<file path="src/rtl/kway_merge_group_edges_unit_defines.svh">
`ifndef KWAY_MERGE_GROUP_EDGES_UNIT_DEFINES_SVH
`define KWAY_MERGE_GROUP_EDGES_UNIT_DEFINES_SVH

// same-cycle implication
`define KMG_ASSERT_IMP(lbl, ck, rn, ante, cons, msg) \
	lbl: assert property (@(posedge ck) disable iff (!rn) (ante) |-> (cons)) else $error(msg);

// next-cycle implication
`define KMG_ASSERT_NXT(lbl, ck, rn, ante, cons, msg) \
	lbl: assert property (@(posedge ck) disable iff (!rn) (ante) |=> (cons)) else $error(msg);

`endif

</file>
<file path="src/rtl/kmg_pkg.sv">
`timescale 1ns / 1ps
package kmg_pkg;

	localparam int MAX_RUNS_DEF    = 64;
	localparam int VERTEX_BITS_DEF = 24;
	localparam int LABEL_BITS_DEF  = 16;
	localparam int RUN_BITS        = 6;
	localparam int CNT_BITS        = 32;

	typedef enum logic [1:0] {
		FN_LOAD   = 2'd0,
		FN_REFILL = 2'd1,
		FN_POP    = 2'd2
	} func_t;

	typedef enum logic [2:0] {
		ST_IDLE,
		ST_INS_RD,
		ST_INS_CMP,
		ST_POP_RD,
		ST_POP_TOP,
		ST_SD_RD,
		ST_SD_CMP,
		ST_OUT
	} state_t;

	typedef struct packed {
		logic vld;
		logic empty;
	} pop_ev_t;

	typedef struct packed {
		logic heap_empty;
		logic repeat_label;
		logic new_pair;
	} flags_t;

endpackage

</file>
<file path="src/rtl/kmg_seq.sv">
`timescale 1ns / 1ps
`include "kway_merge_group_edges_unit_defines.svh"
module kmg_seq
	import kmg_pkg::*;
#(
	parameter int MAX_RUNS    = MAX_RUNS_DEF,
	parameter int VERTEX_BITS = VERTEX_BITS_DEF,
	parameter int LABEL_BITS  = LABEL_BITS_DEF,
	localparam int EW = 2 * VERTEX_BITS + LABEL_BITS + RUN_BITS,
	localparam int IW = $clog2(MAX_RUNS)
) (
	input  logic                          clk,
	input  logic                          arst_n,
	input  logic                          in_vld,
	output logic                          in_rdy,
	input  logic [1:0]                    in_func,
	input  logic [RUN_BITS-1:0]           in_run,
	input  logic [EW-RUN_BITS-1:0]        in_key,
	input  logic                          out_free,
	output logic                          deliver,
	output pop_ev_t                       ev,
	output logic                          ram_we,
	output logic [IW-1:0]                 ram_waddr,
	output logic [EW-1:0]                 ram_wdata,
	output logic [IW-1:0]                 ram_raddr_a,
	output logic [IW-1:0]                 ram_raddr_b,
	input  logic [EW-1:0]                 ram_rdata_a,
	input  logic [EW-1:0]                 ram_rdata_b
);

	localparam int CW = $clog2(MAX_RUNS + 1);
	localparam int LW = IW + 1;

	state_t              st_q, st_nxt;
	logic [CW-1:0]       cnt_q;
	logic [IW-1:0]       idx_q;
	logic [IW-1:0]       par_q;
	logic [LW-1:0]       lc_q;
	logic [EW-1:0]       x_q;
	logic                refill_q;
	logic [RUN_BITS-1:0] last_run_q;

	logic                accept;
	logic                ins_ok;
	logic [IW-1:0]       par;
	logic [LW-1:0]       lchild;
	logic                l_ok;
	logic                r_ok;
	logic                pick_b;
	logic [EW-1:0]       child;
	logic [IW-1:0]       cidx;
	logic [RUN_BITS-1:0] ins_run;

	assign accept  = in_vld && in_rdy;
	assign ins_ok  = cnt_q < CW'(MAX_RUNS);
	assign par     = (idx_q - 1'b1) >> 1;
	assign lchild  = {idx_q, 1'b1};
	assign l_ok    = lchild < LW'(cnt_q);
	assign r_ok    = ({1'b0, lc_q} + 1'b1) < (LW + 1)'(cnt_q);
	assign pick_b  = r_ok && (ram_rdata_b < ram_rdata_a);
	assign child   = pick_b ? ram_rdata_b : ram_rdata_a;
	assign cidx    = pick_b ? lc_q[IW-1:0] + 1'b1 : lc_q[IW-1:0];
	assign ins_run = (func_t'(in_func) == FN_REFILL) ? last_run_q : in_run;

	always_ff @(posedge clk or negedge arst_n) begin
		if (!arst_n) begin
			st_q <= ST_IDLE;
		end else begin
			st_q <= st_nxt;
		end
	end

	always_comb begin
		st_nxt      = st_q;
		in_rdy      = 1'b0;
		deliver     = 1'b0;
		ev          = '0;
		ram_we      = 1'b0;
		ram_waddr   = idx_q;
		ram_wdata   = x_q;
		ram_raddr_a = '0;
		ram_raddr_b = '0;
		unique case (st_q)
			ST_IDLE: begin
				in_rdy = 1'b1;
				if (in_vld) begin
					case (func_t'(in_func))
						FN_LOAD:   st_nxt = ins_ok ? ST_INS_RD : ST_IDLE;
						FN_REFILL: st_nxt = ins_ok ? ST_INS_RD : ST_POP_RD;
						FN_POP:    st_nxt = ST_POP_RD;
						default:   st_nxt = ST_IDLE;
					endcase
				end
			end
			ST_INS_RD: begin
				if (idx_q == '0) begin
					ram_we = 1'b1;
					st_nxt = refill_q ? ST_POP_RD : ST_IDLE;
				end else begin
					ram_raddr_a = par;
					st_nxt      = ST_INS_CMP;
				end
			end
			ST_INS_CMP: begin
				ram_we = 1'b1;
				if (x_q < ram_rdata_a) begin
					ram_wdata = ram_rdata_a;
					st_nxt    = ST_INS_RD;
				end else begin
					st_nxt = refill_q ? ST_POP_RD : ST_IDLE;
				end
			end
			ST_POP_RD: begin
				if (cnt_q == '0) begin
					ev.vld   = 1'b1;
					ev.empty = 1'b1;
					st_nxt   = ST_OUT;
				end else begin
					ram_raddr_b = IW'(cnt_q - 1'b1);
					st_nxt      = ST_POP_TOP;
				end
			end
			ST_POP_TOP: begin
				ev.vld = 1'b1;
				st_nxt = (cnt_q == '0) ? ST_OUT : ST_SD_RD;
			end
			ST_SD_RD: begin
				if (l_ok) begin
					ram_raddr_a = lchild[IW-1:0];
					ram_raddr_b = lchild[IW-1:0] + 1'b1;
					st_nxt      = ST_SD_CMP;
				end else begin
					ram_we = 1'b1;
					st_nxt = ST_OUT;
				end
			end
			ST_SD_CMP: begin
				ram_we = 1'b1;
				if (child < x_q) begin
					ram_wdata = child;
					st_nxt    = ST_SD_RD;
				end else begin
					st_nxt = ST_OUT;
				end
			end
			ST_OUT: begin
				if (out_free) begin
					deliver = 1'b1;
					st_nxt  = ST_IDLE;
				end
			end
			default: st_nxt = ST_IDLE;
		endcase
	end

	always_ff @(posedge clk or negedge arst_n) begin
		if (!arst_n) begin
			cnt_q      <= '0;
			last_run_q <= '0;
			refill_q   <= 1'b0;
		end else begin
			if (accept) begin
				refill_q <= func_t'(in_func) == FN_REFILL;
				if (ins_ok && (func_t'(in_func) == FN_LOAD || func_t'(in_func) == FN_REFILL)) begin
					cnt_q <= cnt_q + 1'b1;
				end
			end
			if (st_q == ST_POP_RD && cnt_q != '0) begin
				cnt_q <= cnt_q - 1'b1;
			end
			if (st_q == ST_POP_TOP) begin
				last_run_q <= ram_rdata_a[RUN_BITS-1:0];
			end
		end
	end

	always_ff @(posedge clk) begin
		if (accept) begin
			x_q   <= {in_key, ins_run};
			idx_q <= IW'(cnt_q);
		end
		if (st_q == ST_INS_RD) begin
			par_q <= par;
		end
		if (st_q == ST_INS_CMP && x_q < ram_rdata_a) begin
			idx_q <= par_q;
		end
		if (st_q == ST_POP_TOP) begin
			x_q   <= ram_rdata_b;
			idx_q <= '0;
		end
		if (st_q == ST_SD_RD) begin
			lc_q <= lchild;
		end
		if (st_q == ST_SD_CMP && child < x_q) begin
			idx_q <= cidx;
		end
	end

	`KMG_ASSERT_IMP(a_cnt_bound, clk, arst_n, 1'b1, cnt_q <= MAX_RUNS, "heap count past capacity")
	`KMG_ASSERT_IMP(a_sd_in_heap, clk, arst_n, st_q == ST_SD_CMP, LW'(idx_q) < LW'(cnt_q), "sift index outside heap")
	`KMG_ASSERT_IMP(a_ins_parent, clk, arst_n, st_q == ST_INS_CMP, idx_q != '0, "compare at root without parent")
	`KMG_ASSERT_NXT(a_pop_start, clk, arst_n, accept && func_t'(in_func) == FN_POP, st_q == ST_POP_RD, "pop transfer did not start pop")

endmodule

</file>
<file path="config.mk">
export PLATFORM = sky130hd
export DESIGN_NAME = kmg_seq
export DESIGN_NICKNAME = d
export VERILOG_FILES = /design/src/rtl/kmg_pkg.sv /design/src/rtl/kmg_seq.sv
export VERILOG_INCLUDE_DIRS = /design/src /design/src/rtl
export SDC_FILE = /design/constraint.sdc
export NUM_CORES = 1
export LEC_CHECK = 0
export ABC_CLOCK_PERIOD_IN_PS = 8850
export BUFFER_PORTS_ARGS = -buffer_cell sky130_fd_sc_hd__buf_2
export CELL_PAD_IN_SITES_DETAIL_PLACEMENT = 1
export CELL_PAD_IN_SITES_GLOBAL_PLACEMENT = 2
export CORE_ASPECT_RATIO = 1.4
export CORE_MARGIN = 2
export CORE_UTILIZATION = 32
export DETAILED_ROUTE_END_ITERATION = 8
export PLACE_DENSITY_LB_ADDON = 0.2
export SLEW_MARGIN = 30
export SYNTH_ARGS = -nofsm -noshare
export SYNTH_HDL_FRONTEND = slang
export SYNTH_SLANG_ARGS = --single-unit
</file>
<file path="constraint.sdc">
create_clock -name clk -period 8.85 [get_ports clk]
set_input_delay 1.3275 -clock clk [delete_from_list [all_inputs] [get_ports clk]]
set_output_delay 1.3275 -clock clk [all_outputs]
set_load 0.1 [all_outputs]
</file>
==> summary.md <==
| Metric | Value |
|---|---|
| CTS Hold Bufs | `0` |
| FILL cells | `4687` |
| Post-synthesis cell area | `12600 sq um` |
| Finished Layout Cells | `2334` |
| Min-Delay Path Class | `register to register` |
| Ys async rst share | `between 10% and 20%` |
| Inst Count DP | `~2300` |
| Synth Instances | `1489` |
| DRT Pass-1 Iters | `5` |
| Post-synth top cells | `nand2_1 (268), ha_1 (227), inv_1 (159)` |
| Critical path class | `primary input to output pin` |
| Synth unique cells | `between 70 and 80` |
| Avg Cell Area, Syn | `8.49 sq um` |
| Crit path top cell by count | `buf_12` |
| Setup crit start kind | `primary input` |
| Cell Area, Placed | `around 16000 sq um` |
| Clock Path Buffers | `2` |
| Global route overflow | `0` |
| Ys flop type | `edfxtp_1` |
| Via density | `between 5 and 6` |
| Routed WL per cell | `approximately 21 microns` |
| Final Util | `41.9%` |
| Status | `finished, final reports clean` |
| Max Cap Viol | `0` |
| Sink Count | `104` |
| Hold Vio Cnt, Final | `0` |
| HPWL after detailed placement | `40600 microns` |
| # rows | `86` |
| Die ar. | `about 41000 sq um` |
| Fin area | `16400 sq um` |
| Post-synth EDFFs | `87` |
| Number of global-route vias before repair | `13500` |
| Via count | `12400` |
| Worst-path clk slew | `roughly 0.090 ns` |
| CTS tree | `done` |
| Fraction of layout instances using a drive strength above 1 | `25.9%` |
| Clock Skew | `between 0.01 and 0.015 ns` |
| Crit-path max FO | `28` |
| Syn_nets | `a little under 2000` |
| Slew margin rel. | `35.4%` |
| Required @ worst endpoint | `7.52 ns` |
| Fmax | `118 MHz` |
| Total GRT Usage | `roughly 25%` |
| Routed WL | `50100 microns` |
| Starting DRC count in detailed routing | `543` |
| Seq/Total Area, Yosys | `24.0%` |
| Yosys reg bits | `104` |
| Routability-driven placement congestion ratio | `0.882` |
| Top cell type's share of synthesized area | `22.5%` |
| Final setup TNS | `0 ns` |
| Synth-to-layout area growth | `29.8%` |
| DRC | `0` |
| Slew of the pin with the lowest slew margin | `0.968 ns` |
| Width of the die | `172 microns` |
| YS warnings | `0` |
| Nets@finish | `2236` |
| Top-Level Pins | `309` |
| RSZ-0062 raised after global routing | `false` |
| CTS buffer count | `9` |
| Min Tclk post-route | `8.50 ns` |
| Fin. max-slew vios | `0` |
| Initial antenna violation count | `10` |
| H-Tree Depth | `3` |
| Number of port buffers | `308` |
| # setup viols final | `0` |
| Largest net degree at the start of global routing | `59` |
| CTS Root Cell | `clkbuf_16` |
| Worst path slowest cell | `nor3_1` |
| Most numerous cell in the Yosys netlist | `nand2_1` |
| Clk Latency, worst-skew pair | `a little under 0.4 ns` |
| Crit path largest cell delay | `roughly 0.36 ns` |
| Crit path DAT | `7.17 ns` |
| Core Area | `between 30000 and 40000 sq um` |
| Die height | `239 microns` |
| Synth top area cells | `ha_1 (22%), edfxtp_1 (21%), nand2_1 (8.0%)` |
| Synth area leader | `ha_1` |
| First-pass GRT wire length | `77000 microns` |
| Post-route clock period utilization | `roughly 96%` |
| Final ANT Viol Nets | `0` |
| Initial Utilization | `32.3%` |
| Critical path capture point type | `output pin` |
per-layer routing:
metal	share of wire [%]	vias up	GRT usage, %	routed length, microns
met5	0.11	-	0	53
met4	1.9	8	6.11	957
met3	3.2	58	3.32	1620
met2	55	254	48.0	27400
met1	40	6072	27.7	20100
li1	-	6025	-	-
final timing paths:
check,slack (ns),startpoint,to,depth (start not counted)
worst min-delay path,0.50,last_run_q[3],last_run_q[3],2
min in group asynchronous,0.87,arst_n,last_run_q[4],1
worst max-delay path,0.35,ram_rdata_a[21],ram_wdata[9],25
worst max register to register,2.59,lc_q[3],ram_waddr[2],24
max in group asynchronous,7.65,arst_n,last_run_q[0],1
worst min register to register,0.50,last_run_q[3],last_run_q[3],2
through the flow:
step / hold slack (ns) / setup slack (ns)
finish: 0.496 / 0.354
floorplan: 0.445 / 1.09
global route: 0.507 / 0.0301
CTS: 0.496 / 0.0980
detailed placement: 0.476 / -0.170
global placement: 0.460 / 0.0102
worst max-delay path, delay by kind of cell:
family          cells  cell delay, ns
buf+inv             7            1.16
mux                 1            0.34
compound gates     10            2.43
fa+ha+maj           2            0.62
simple gates        5            1.27
cell type report:
cell class / count / area (sq um) / share of cell area, %
Inverter: 160 / 601 / 3.66
Tap cell: 528 / 661 / 4.03
Clock inverter: 7 / 81.3 / 0.496
Clock buffer: 9 / 225 / 1.37
Sequential cell: 104 / 3040 / 18.5
Multi-Input combinational cell: 1166 / 8740 / 53.3
Antenna cell: 8 / 20.0 / 0.122
Timing Repair Buffer: 352 / 3040 / 18.5
placed cells by master, fill, tap and decap left out, drive strengths merged, types with 9 or more instances in the layout:
| cell | netlist | routed |
|---|---|---|
| dfrtp | 17 | 17 |
| mux2i | 10 | 10 |
| nor2 | 114 | 114 |
| nand3 | 28 | 28 |
| nand4 | 39 | 39 |
| xor2 | 9 | 9 |
| xnor2 | 16 | 16 |
| clkbuf | 33 | 9 |
| nand2 | 268 | 268 |
| a221o | 71 | 71 |
| o21ai | 52 | 52 |
| edfxtp | 87 | 87 |
| buf | 26 | 352 |
| a21o | 29 | 29 |
| a21oi | 74 | 74 |
| mux2 | 75 | 75 |
| nor2b | 12 | 12 |
| nor3 | 27 | 27 |
| inv | 159 | 162 |
| ha | 227 | 227 |
| nor4 | 10 | 10 |
cells by family after synthesis:
family | share of synthesized area (%)
and+or+nand+nor | 18.6
buffers and inverters | 7.26
xor gates and xnor gates | 1.73
AOI/OAI and AO/OA | 17.6
muxes | 8.33
DFF | 24.0
adders and majority gates | 22.5
sequential cells by signal, summed over array words and instances (netlist names):
signal      flops
last_run_q      6
lc_q            6
ram_waddr       6
x_q            70
refill_q        1
st_q            3
cnt_q           7
par_q           5
timing repair:
item                                    CTS  global route
pin swaps                                 1             0
endpoints found under the setup margin   70            70
resized for setup                         0             4
setup buffers                             3             0
Power is left out: the tool's default activity adds up to more than one toggle a clock period on the data nets, which glitch-free logic cannot reach.
