**src/rtl/kway_merge_group_edges_unit_defines.svh**
```systemverilog
`ifndef KWAY_MERGE_GROUP_EDGES_UNIT_DEFINES_SVH
`define KWAY_MERGE_GROUP_EDGES_UNIT_DEFINES_SVH

// same-cycle implication
`define KMG_ASSERT_IMP(lbl, ck, rn, ante, cons, msg) \
	lbl: assert property (@(posedge ck) disable iff (!rn) (ante) |-> (cons)) else $error(msg);

// next-cycle implication
`define KMG_ASSERT_NXT(lbl, ck, rn, ante, cons, msg) \
	lbl: assert property (@(posedge ck) disable iff (!rn) (ante) |=> (cons)) else $error(msg);

`endif

```
**src/rtl/kmg_pkg.sv**
```systemverilog
`timescale 1ns / 1ps
package kmg_pkg;

	localparam int MAX_RUNS_DEF    = 64;
	localparam int VERTEX_BITS_DEF = 24;
	localparam int LABEL_BITS_DEF  = 16;
	localparam int RUN_BITS        = 6;
	localparam int CNT_BITS        = 32;

	typedef enum logic [1:0] {
		FN_LOAD   = 2'd0,
		FN_REFILL = 2'd1,
		FN_POP    = 2'd2
	} func_t;

	typedef enum logic [2:0] {
		ST_IDLE,
		ST_INS_RD,
		ST_INS_CMP,
		ST_POP_RD,
		ST_POP_TOP,
		ST_SD_RD,
		ST_SD_CMP,
		ST_OUT
	} state_t;

	typedef struct packed {
		logic vld;
		logic empty;
	} pop_ev_t;

	typedef struct packed {
		logic heap_empty;
		logic repeat_label;
		logic new_pair;
	} flags_t;

endpackage

```
**src/rtl/kmg_tally.sv**
```systemverilog
`timescale 1ns / 1ps
module kmg_tally
	import kmg_pkg::*;
#(
	parameter int VERTEX_BITS = VERTEX_BITS_DEF,
	parameter int LABEL_BITS  = LABEL_BITS_DEF,
	localparam int EW = 2 * VERTEX_BITS + LABEL_BITS + RUN_BITS
) (
	input  logic                   clk,
	input  logic                   arst_n,
	input  pop_ev_t                ev,
	input  logic [EW-1:0]          entry,
	output logic [RUN_BITS-1:0]    res_run,
	output logic [VERTEX_BITS-1:0] res_src,
	output logic [VERTEX_BITS-1:0] res_dst,
	output logic [LABEL_BITS-1:0]  res_lab,
	output flags_t                 res_flags,
	output logic [CNT_BITS-1:0]    res_pairs,
	output logic [CNT_BITS-1:0]    res_labels
);

	logic                   open_q;
	logic [VERTEX_BITS-1:0] cur_src_q;
	logic [VERTEX_BITS-1:0] cur_dst_q;
	logic [LABEL_BITS-1:0]  prev_lab_q;
	logic [CNT_BITS-1:0]    pairs_q;
	logic [CNT_BITS-1:0]    labels_q;

	logic [RUN_BITS-1:0]    e_run;
	logic [VERTEX_BITS-1:0] e_src;
	logic [VERTEX_BITS-1:0] e_dst;
	logic [LABEL_BITS-1:0]  e_lab;
	logic                   np;
	logic                   rep;
	logic [CNT_BITS-1:0]    pairs_nxt;
	logic [CNT_BITS-1:0]    labels_nxt;
	logic                   take;

	assign {e_src, e_dst, e_lab, e_run} = entry;
	assign take = ev.vld && !ev.empty;
	assign np   = !open_q || e_src != cur_src_q || e_dst != cur_dst_q;
	assign rep  = !np && e_lab == prev_lab_q;

	always_comb begin
		pairs_nxt  = pairs_q;
		labels_nxt = labels_q;
		if (np && pairs_q != '1) begin
			pairs_nxt = pairs_q + 1'b1;
		end
		if (!rep && labels_q != '1) begin
			labels_nxt = labels_q + 1'b1;
		end
	end

	always_ff @(posedge clk or negedge arst_n) begin
		if (!arst_n) begin
			open_q     <= 1'b0;
			cur_src_q  <= '0;
			cur_dst_q  <= '0;
			prev_lab_q <= '0;
			pairs_q    <= '0;
			labels_q   <= '0;
		end else if (take) begin
			open_q     <= 1'b1;
			cur_src_q  <= e_src;
			cur_dst_q  <= e_dst;
			prev_lab_q <= e_lab;
			pairs_q    <= pairs_nxt;
			labels_q   <= labels_nxt;
		end
	end

	always_ff @(posedge clk) begin
		if (ev.vld) begin
			if (ev.empty) begin
				res_run    <= '0;
				res_src    <= '0;
				res_dst    <= '0;
				res_lab    <= '0;
				res_flags  <= '{heap_empty: 1'b1, repeat_label: 1'b0, new_pair: 1'b0};
				res_pairs  <= '0;
				res_labels <= '0;
			end else begin
				res_run    <= e_run;
				res_src    <= e_src;
				res_dst    <= e_dst;
				res_lab    <= e_lab;
				res_flags  <= '{heap_empty: 1'b0, repeat_label: rep, new_pair: np};
				res_pairs  <= pairs_nxt;
				res_labels <= labels_nxt;
			end
		end
	end

endmodule

```
**config.mk**
```make
export PLATFORM = sky130hd
export DESIGN_NAME = kmg_tally
export DESIGN_NICKNAME = d
export VERILOG_FILES = /design/src/rtl/kway_merge_group_edges_unit_defines.svh /design/src/rtl/kmg_pkg.sv /design/src/rtl/kmg_tally.sv
export SDC_FILE = /design/constraint.sdc
export NUM_CORES = 1
export LEC_CHECK = 0
export CAP_MARGIN = 20
export CORE_MARGIN = 1
export CORE_UTILIZATION = 45
export DETAILED_ROUTE_END_ITERATION = 6
export DONT_BUFFER_PORTS = 1
export GPL_TIMING_DRIVEN = 0
export PLACE_DENSITY = 0.65
export RECOVER_POWER = 100
export SLEW_MARGIN = 5
export SYNTH_ARGS = -nofsm -noshare
export SYNTH_HDL_FRONTEND = slang
export SYNTH_SLANG_ARGS = --single-unit
export TNS_END_PERCENT = 20
```
**constraint.sdc**
```tcl
create_clock -name clk -period 3.7 [get_ports clk]
set_input_delay 0.185 -clock clk [delete_from_list [all_inputs] [get_ports clk]]
set_output_delay 0.185 -clock clk [all_outputs]
set_load 0.01 [all_outputs]
```
==> results of run 1 <==
-- worst max-delay path, delay by kind of cell (launching register included) --
family	cells	cell delay (ns)
multiplexers	1	0.18
AO/OA/AOI/OAI	1	0.46
flip-flops	1	0.39
AND/OR/NAND/NOR	4	1.51
XOR/XNOR	1	0.20
buffers and inverters	2	0.34
-- cells in the mapped netlist, types with 3 or more instances --
cell type	n	area (um2)
buf_2	8	40.0
o31ai_1	6	45.0
or4_1	11	82.6
and2_1	3	18.8
nor4b_1	6	52.6
buf_6	3	33.8
a21oi_1	48	240
or2_2	3	18.8
xor2_1	92	806
nand2b_1	16	100
nand4b_1	3	26.3
or3_1	48	300
inv_1	8	30.0
nor2b_1	80	500
nor2_1	40	150
and4_1	5	43.8
dfrtp_1	129	3230
clkbuf_1	32	120
xnor2_1	40	350
and3_1	14	87.6
edfxtp_1	137	4110
nor3b_2	3	37.5
nor4_1	16	100
buf_1	6	22.5
o21ai_1	15	75.1
o21ai_0	27	135
nor3_1	25	125
nand3_1	54	270
nand4_1	17	106
nand2_1	226	848
-- how the worst max path moves through the flow --
stage	slack (ns)	startpoint	depth (start not counted)	end
floorplan	1.15	cur_dst_q[6]	9	res_labels[1]
global placement	0.50	cur_dst_q[18]	8	res_pairs[13]
detailed placement	0.46	cur_dst_q[18]	8	res_pairs[13]
CTS	0.42	cur_dst_q[18]	8	res_pairs[13]
global route	0.15	cur_dst_q[6]	8	labels_q[4]
finish	0.30	cur_dst_q[6]	9	res_labels[1]
-- layout make-up --
type	count	area, um2
tap	372	465
clock buffer	37	796
buffer	53	246
sequential	266	7340
fill	2378	12500
multi-input combinational	826	4810
inverter	8	30.0
timing repair buffer	74	733
clock inverter	17	199
-- cells by family after synthesis --
| logic type | Yosys count | synth area share |
|---|---|---|
| xor+xnor | 132 | 0.0927 |
| simple gates | 582 | 0.243 |
| buf+inv | 61 | 0.0226 |
| mux | 4 | 0.00351 |
| compound gates | 106 | 0.0477 |
| fa+ha+maj | 2 | 0.00201 |
| flops | 266 | 0.589 |
-- sequential cells by signal (all words and copies together) (netlist names), 24 cells and up --
name	cells
res_src	24
res_dst	24
cur_dst_q	24
res_labels	32
labels_q	32
cur_src_q	24
pairs_q	32
res_pairs	32
-- power by group --
group          switching, mW  internal, mW  leakage [nW]  total (mW)
Combinational          0.449         0.319          2.41       0.768
Clock                   1.19          1.80         0.487        2.99
Sequential             0.279          3.44          2.99        3.72
-- stage by stage --
step,instances,setup WS (ns)
floorplan,1153,1.15
global placement,1525,0.498
detailed placement,1525,0.458
CTS,1653,0.420
global route,1653,0.151
finish,1653,0.298
-- per-layer routing --
metal,GRT usage,up-vias
li1,-,4220
met4,0.0672,0
met2,0.382,269
met1,0.309,4340
met3,0.0444,61
met5,0,-
==> impl_metrics.yaml, run 1 <==
status:
  status: "complete, but fails checks"
  failed_checks: "capacitance limit, slew limit"
global_route:
  globalRouteTotalUtil: 0.230
  grt_antenna_before_repair: 0
  grt_start_max_net_pins: 138
  first_global_vias: 9012
  grt_pass1_wl_um: 50600
  global_route_overflow: 0
floorplanning:
  die_x_um: 168
  floorplan.die_area_um2: 28400
  io-pin-count: 211
  rows: 60
  core_area_um2: 27100
  starting_density: 0.460
  die_h_um: 168
drt:
  drtIter0Drc: 554
  drt_first_pass_iters: 4
  wl_per_cell_um: 19.7
  met1Wirelength_um: 14100
  avgViaCountPerCell: 5.38
  detailroute.wirelength.met3_um: 2050
  routed.top_layer: "met4"
  route.vias.total: 8890
  antenna_left: 0
  drt_drc_violations_left: 0
  wl_met2_um: 15700
  wirelength_um: 32600
layout:
  layout-area-overhead-vs-synth_pct: 17.2
  nNetsFinal: 1334
  antenna_cells_inserted: 0
  layout_common_cells: "226 x nand2_1, 137 x edfxtp_1, 129 x dfrtp_1"
  layout.core_utilization: 0.539
  post_route_cells_drive_above_1_share: 0.0632
  final_common_cell: "nand2_1"
  finish.instance_area_um2: 14600
yosys:
  yosys_warnings: 0
  postSynthNetCount: 1229
  synthCells: 1153
  synth-edff-count: 137
  synth_area_per_cell_um2: 10.8
  syn-cell-area_um2: 12500
  postSynthRegisterBits: 266
  synth_cell_types: 55
  synth-seq-area-share: 0.589
  synth_ff_type: "edfxtp_1"
  synth_async_sr_flop_share: 0.485
critical_path:
  cp.arrival_ns: 3.64
  timing.setup.critical_path_class: "flop to flop"
  worstReg2RegEnd: "res_labels[1]"
  cpPeakStageDelay_ns: 0.59
  crit_slowest_cell: "nand4_1"
  r2r-start: "cur_dst_q[6]"
  crit_path_end_kind: "flop"
  worst-path-max-fanout: 10
  worst_r2r_path_depth: 9
  worst-endpoint-required_ns: 3.94
  r2r_slack_ns: 0.30
  worstPathCellList: "xor2_1, or4b_1, nor4_1, nand4_1, o21ai_4, buf_6, buf_8, mux2i_1, nor2_1"
  critical_path_startpoint_category: "flop"
sta:
  finalCritPeriodShare: 0.919
  fin_tns_setup_ns: 0
  fmax_mhz: 294
  slew_at_the_pin_with_the_worst_max_slew_slack_ns: 3.44
  hold_violations_final: 0
  unrepaired_setup_endpoints_after_global_routing: "false"
  holdWs_ns: 0.119
  layout_min_cycle_time_ns: 3.40
  slew_limit_fails: 268
  maxSlewHeadroom: -1.29
  finClkSkew_ns: 0.0201
  setup_viol_count_final: 0
clock_network:
  cts.path.max_buffers: 3
  cts_setup_buffers: 0
  clock_sink_count: 266
  worst_skew_pair.late_latency_ns: 0.55
  tritoncts.num_buffers: 29
  post_cts_hold_buffer_count: 74
  clkTransAtPathRegs_ns: 0.06
  root_driver: "clkbuf_16"
  clock_tree_from_tritoncts: "built"
  postCtsResizedCells: 0
  htreeDepth: 1
min_path:
  hold_path_end: "labels_q[16]"
  timing.hold.worst_path_depth: 3
  worstHoldStart: "ev[1]"
  class_of_the_worst_hold_path: "primary input to flop"
placement:
  buffer_ports.inserted: 0
  gp_routability_congestion: 0.857
  detailed_place.area_um2: 12900
  detailed_place_hpwl_um: 20900
power_and_ir_drop:
  power.density_cell_area_nw_per_um2: 512
  ir_worst_vdd_v: 0.000295
  total_power_mw: 7.48
  total_leakage_power_nw: 5.89
flow_run:
  timing.max_cap.violations: 2
Note: power is estimated with default switching activity, not from simulation.
==> inputs of run 2 (changes only) <==
- CORE_UTILIZATION: 45 -> 55
- PLACE_DENSITY: 0.65 -> 0.75
==> impl_metrics.yaml, run 2 (synthesis gave the netlist of run 1 again) <==
global_route:
  first_global_vias: 9068
  grt_antenna_before_repair: 0
  global_route_overflow: 0
  grt_start_max_net_pins: 138
  globalRouteTotalUtil: 0.274
  grt_pass1_wl_um: 49900
sta:
  slew_limit_fails: 268
  layout_min_cycle_time_ns: 3.29
  slew_at_the_pin_with_the_worst_max_slew_slack_ns: 3.42
  setup_viol_count_final: 0
  finClkSkew_ns: 0.0170
  maxSlewHeadroom: -1.28
  holdWs_ns: 0.108
  unrepaired_setup_endpoints_after_global_routing: "false"
  hold_violations_final: 0
  fmax_mhz: 304
  finalCritPeriodShare: 0.890
  fin_tns_setup_ns: 0
floorplanning:
  starting_density: 0.566
  die_h_um: 153
  rows: 54
  die_x_um: 153
  core_area_um2: 22000
  floorplan.die_area_um2: 23300
  io-pin-count: 211
critical_path:
  worst-endpoint-required_ns: 4.11
  worst_r2r_path_depth: 8
  critical_path_startpoint_category: "flop"
  timing.critical_path.to: "labels_q[10]"
  r2r_slack_ns: 0.41
  crit_path_end_kind: "flop"
  worstReg2RegEnd: "labels_q[10]"
  worst-path-max-fanout: 10
  timing.setup.critical_path_class: "flop to flop"
  r2r-start: "cur_dst_q[6]"
  setup.worst_path.start: "cur_dst_q[6]"
  cp.arrival_ns: 3.70
clock_network:
  cts.path.max_buffers: 3
  clkTransAtPathRegs_ns: 0.06
  clock_sink_count: 266
  clock_tree_from_tritoncts: "built"
  root_driver: "clkbuf_16"
  htreeDepth: 1
  tritoncts.num_buffers: 28
  worst_skew_pair.late_latency_ns: 0.55
drt:
  drtIter0Drc: 664
  avgViaCountPerCell: 5.88
  route.vias.total: 9161
  drt_drc_violations_left: 12
  drt_first_pass_iters: 7
  antenna_left: 0
  wirelength_um: 31700
  wl_per_cell_um: 20.4
power_and_ir_drop:
  power.density_cell_area_nw_per_um2: 508
  total_leakage_power_nw: 5.84
  total_power_mw: 7.33
  ir_worst_vdd_v: 0.000375
layout:
  nNetsFinal: 1333
  finish.instance_area_um2: 14400
  antenna_cells_inserted: 0
  final_common_cell: "nand2_1"
  fill_cells: 1721
  post_route_cells_drive_above_1_share: 0.0579
  layout-area-overhead-vs-synth_pct: 15.7
  finish.cell_count_without_fillers: 1559
  layout_common_cells: "226 x nand2_1, 137 x edfxtp_1, 129 x dfrtp_1"
placement:
  gp_routability_congestion: 0.896
  buffer_ports.inserted: 0
  placed_cells_incl_taps: 1433
  detailed_place_hpwl_um: 19900
  detailed_place.area_um2: 12800
flow_run:
  timing.max_cap.violations: 2
min_path:
  class_of_the_worst_hold_path: "primary input to flop"
  timing.hold.worst_path_depth: 3
status:
  status: "complete, but fails checks"
  failed_checks: "DRC, capacitance limit, slew limit"
## run 2: power breakdown
part           total (mW)  internal, mW  switching (mW)
sequential           3.72          3.44           0.281
clock                2.84          1.66            1.18
combinational       0.768         0.318           0.449
## run 2: final cells by class
type / count / area, um2 / area share
tap: 280 / 350 / 0.0243
clock inverter: 18 / 175 / 0.0121
buffer: 53 / 240 / 0.0166
sequential: 266 / 7340 / 0.509
inverter: 8 / 30.0 / 0.00208
multi-input combinational: 826 / 4810 / 0.333
clock buffer: 34 / 754 / 0.0523
timing repair buffer: 74 / 733 / 0.0508
## run 2: routing by layer
metal | routed length, um | vias to the layer above | track usage
met5 | 0 | - | 0
met4 | 1070 | 0 | 0.0938
met3 | 2020 | 75 | 0.0455
met2 | 15200 | 387 | 0.447
met1 | 13500 | 4481 | 0.375
li1 | - | 4218 | -
## run 2: metrics by stage
stage | utilization | setup slack [ns]
finish | 0.655 | 0.406
detailed placement | 0.582 | 0.577
global placement | 0.582 | 0.596
CTS | 0.659 | 0.548
floorplan | - | 1.15
global route | 0.655 | 0.189
## run 2: worst max-delay path: stages, from the launching register on
cell      delay (ns)
dfrtp_1         0.39
xor2_1          0.20
or4b_1          0.56
nor4_1          0.27
nand4_1         0.51
o21ai_4         0.48
clkbuf_1        0.45
nor3_1          0.13
xor2_1          0.17
## run 2: how the worst min path moves through the flow
stage	to	slack, ns	start
after floorplan	cur_dst_q[0]	-0.11	arst_n
after global placement	cur_src_q[11]	-0.11	arst_n
after detailed placement	cur_src_q[11]	-0.11	arst_n
after CTS	labels_q[16]	0.11	ev[1]
after global routing	labels_q[30]	0.15	ev[1]
final	labels_q[16]	0.11	ev[1]
## run 2: what timing repair did
| item | CTS | global route |
|---|---|---|
| hold endpoints to repair | 402 | 0 |
| buffers inserted | 0 | 0 |
| hold buffers | 74 | 0 |
| resized for setup | 0 | 0 |
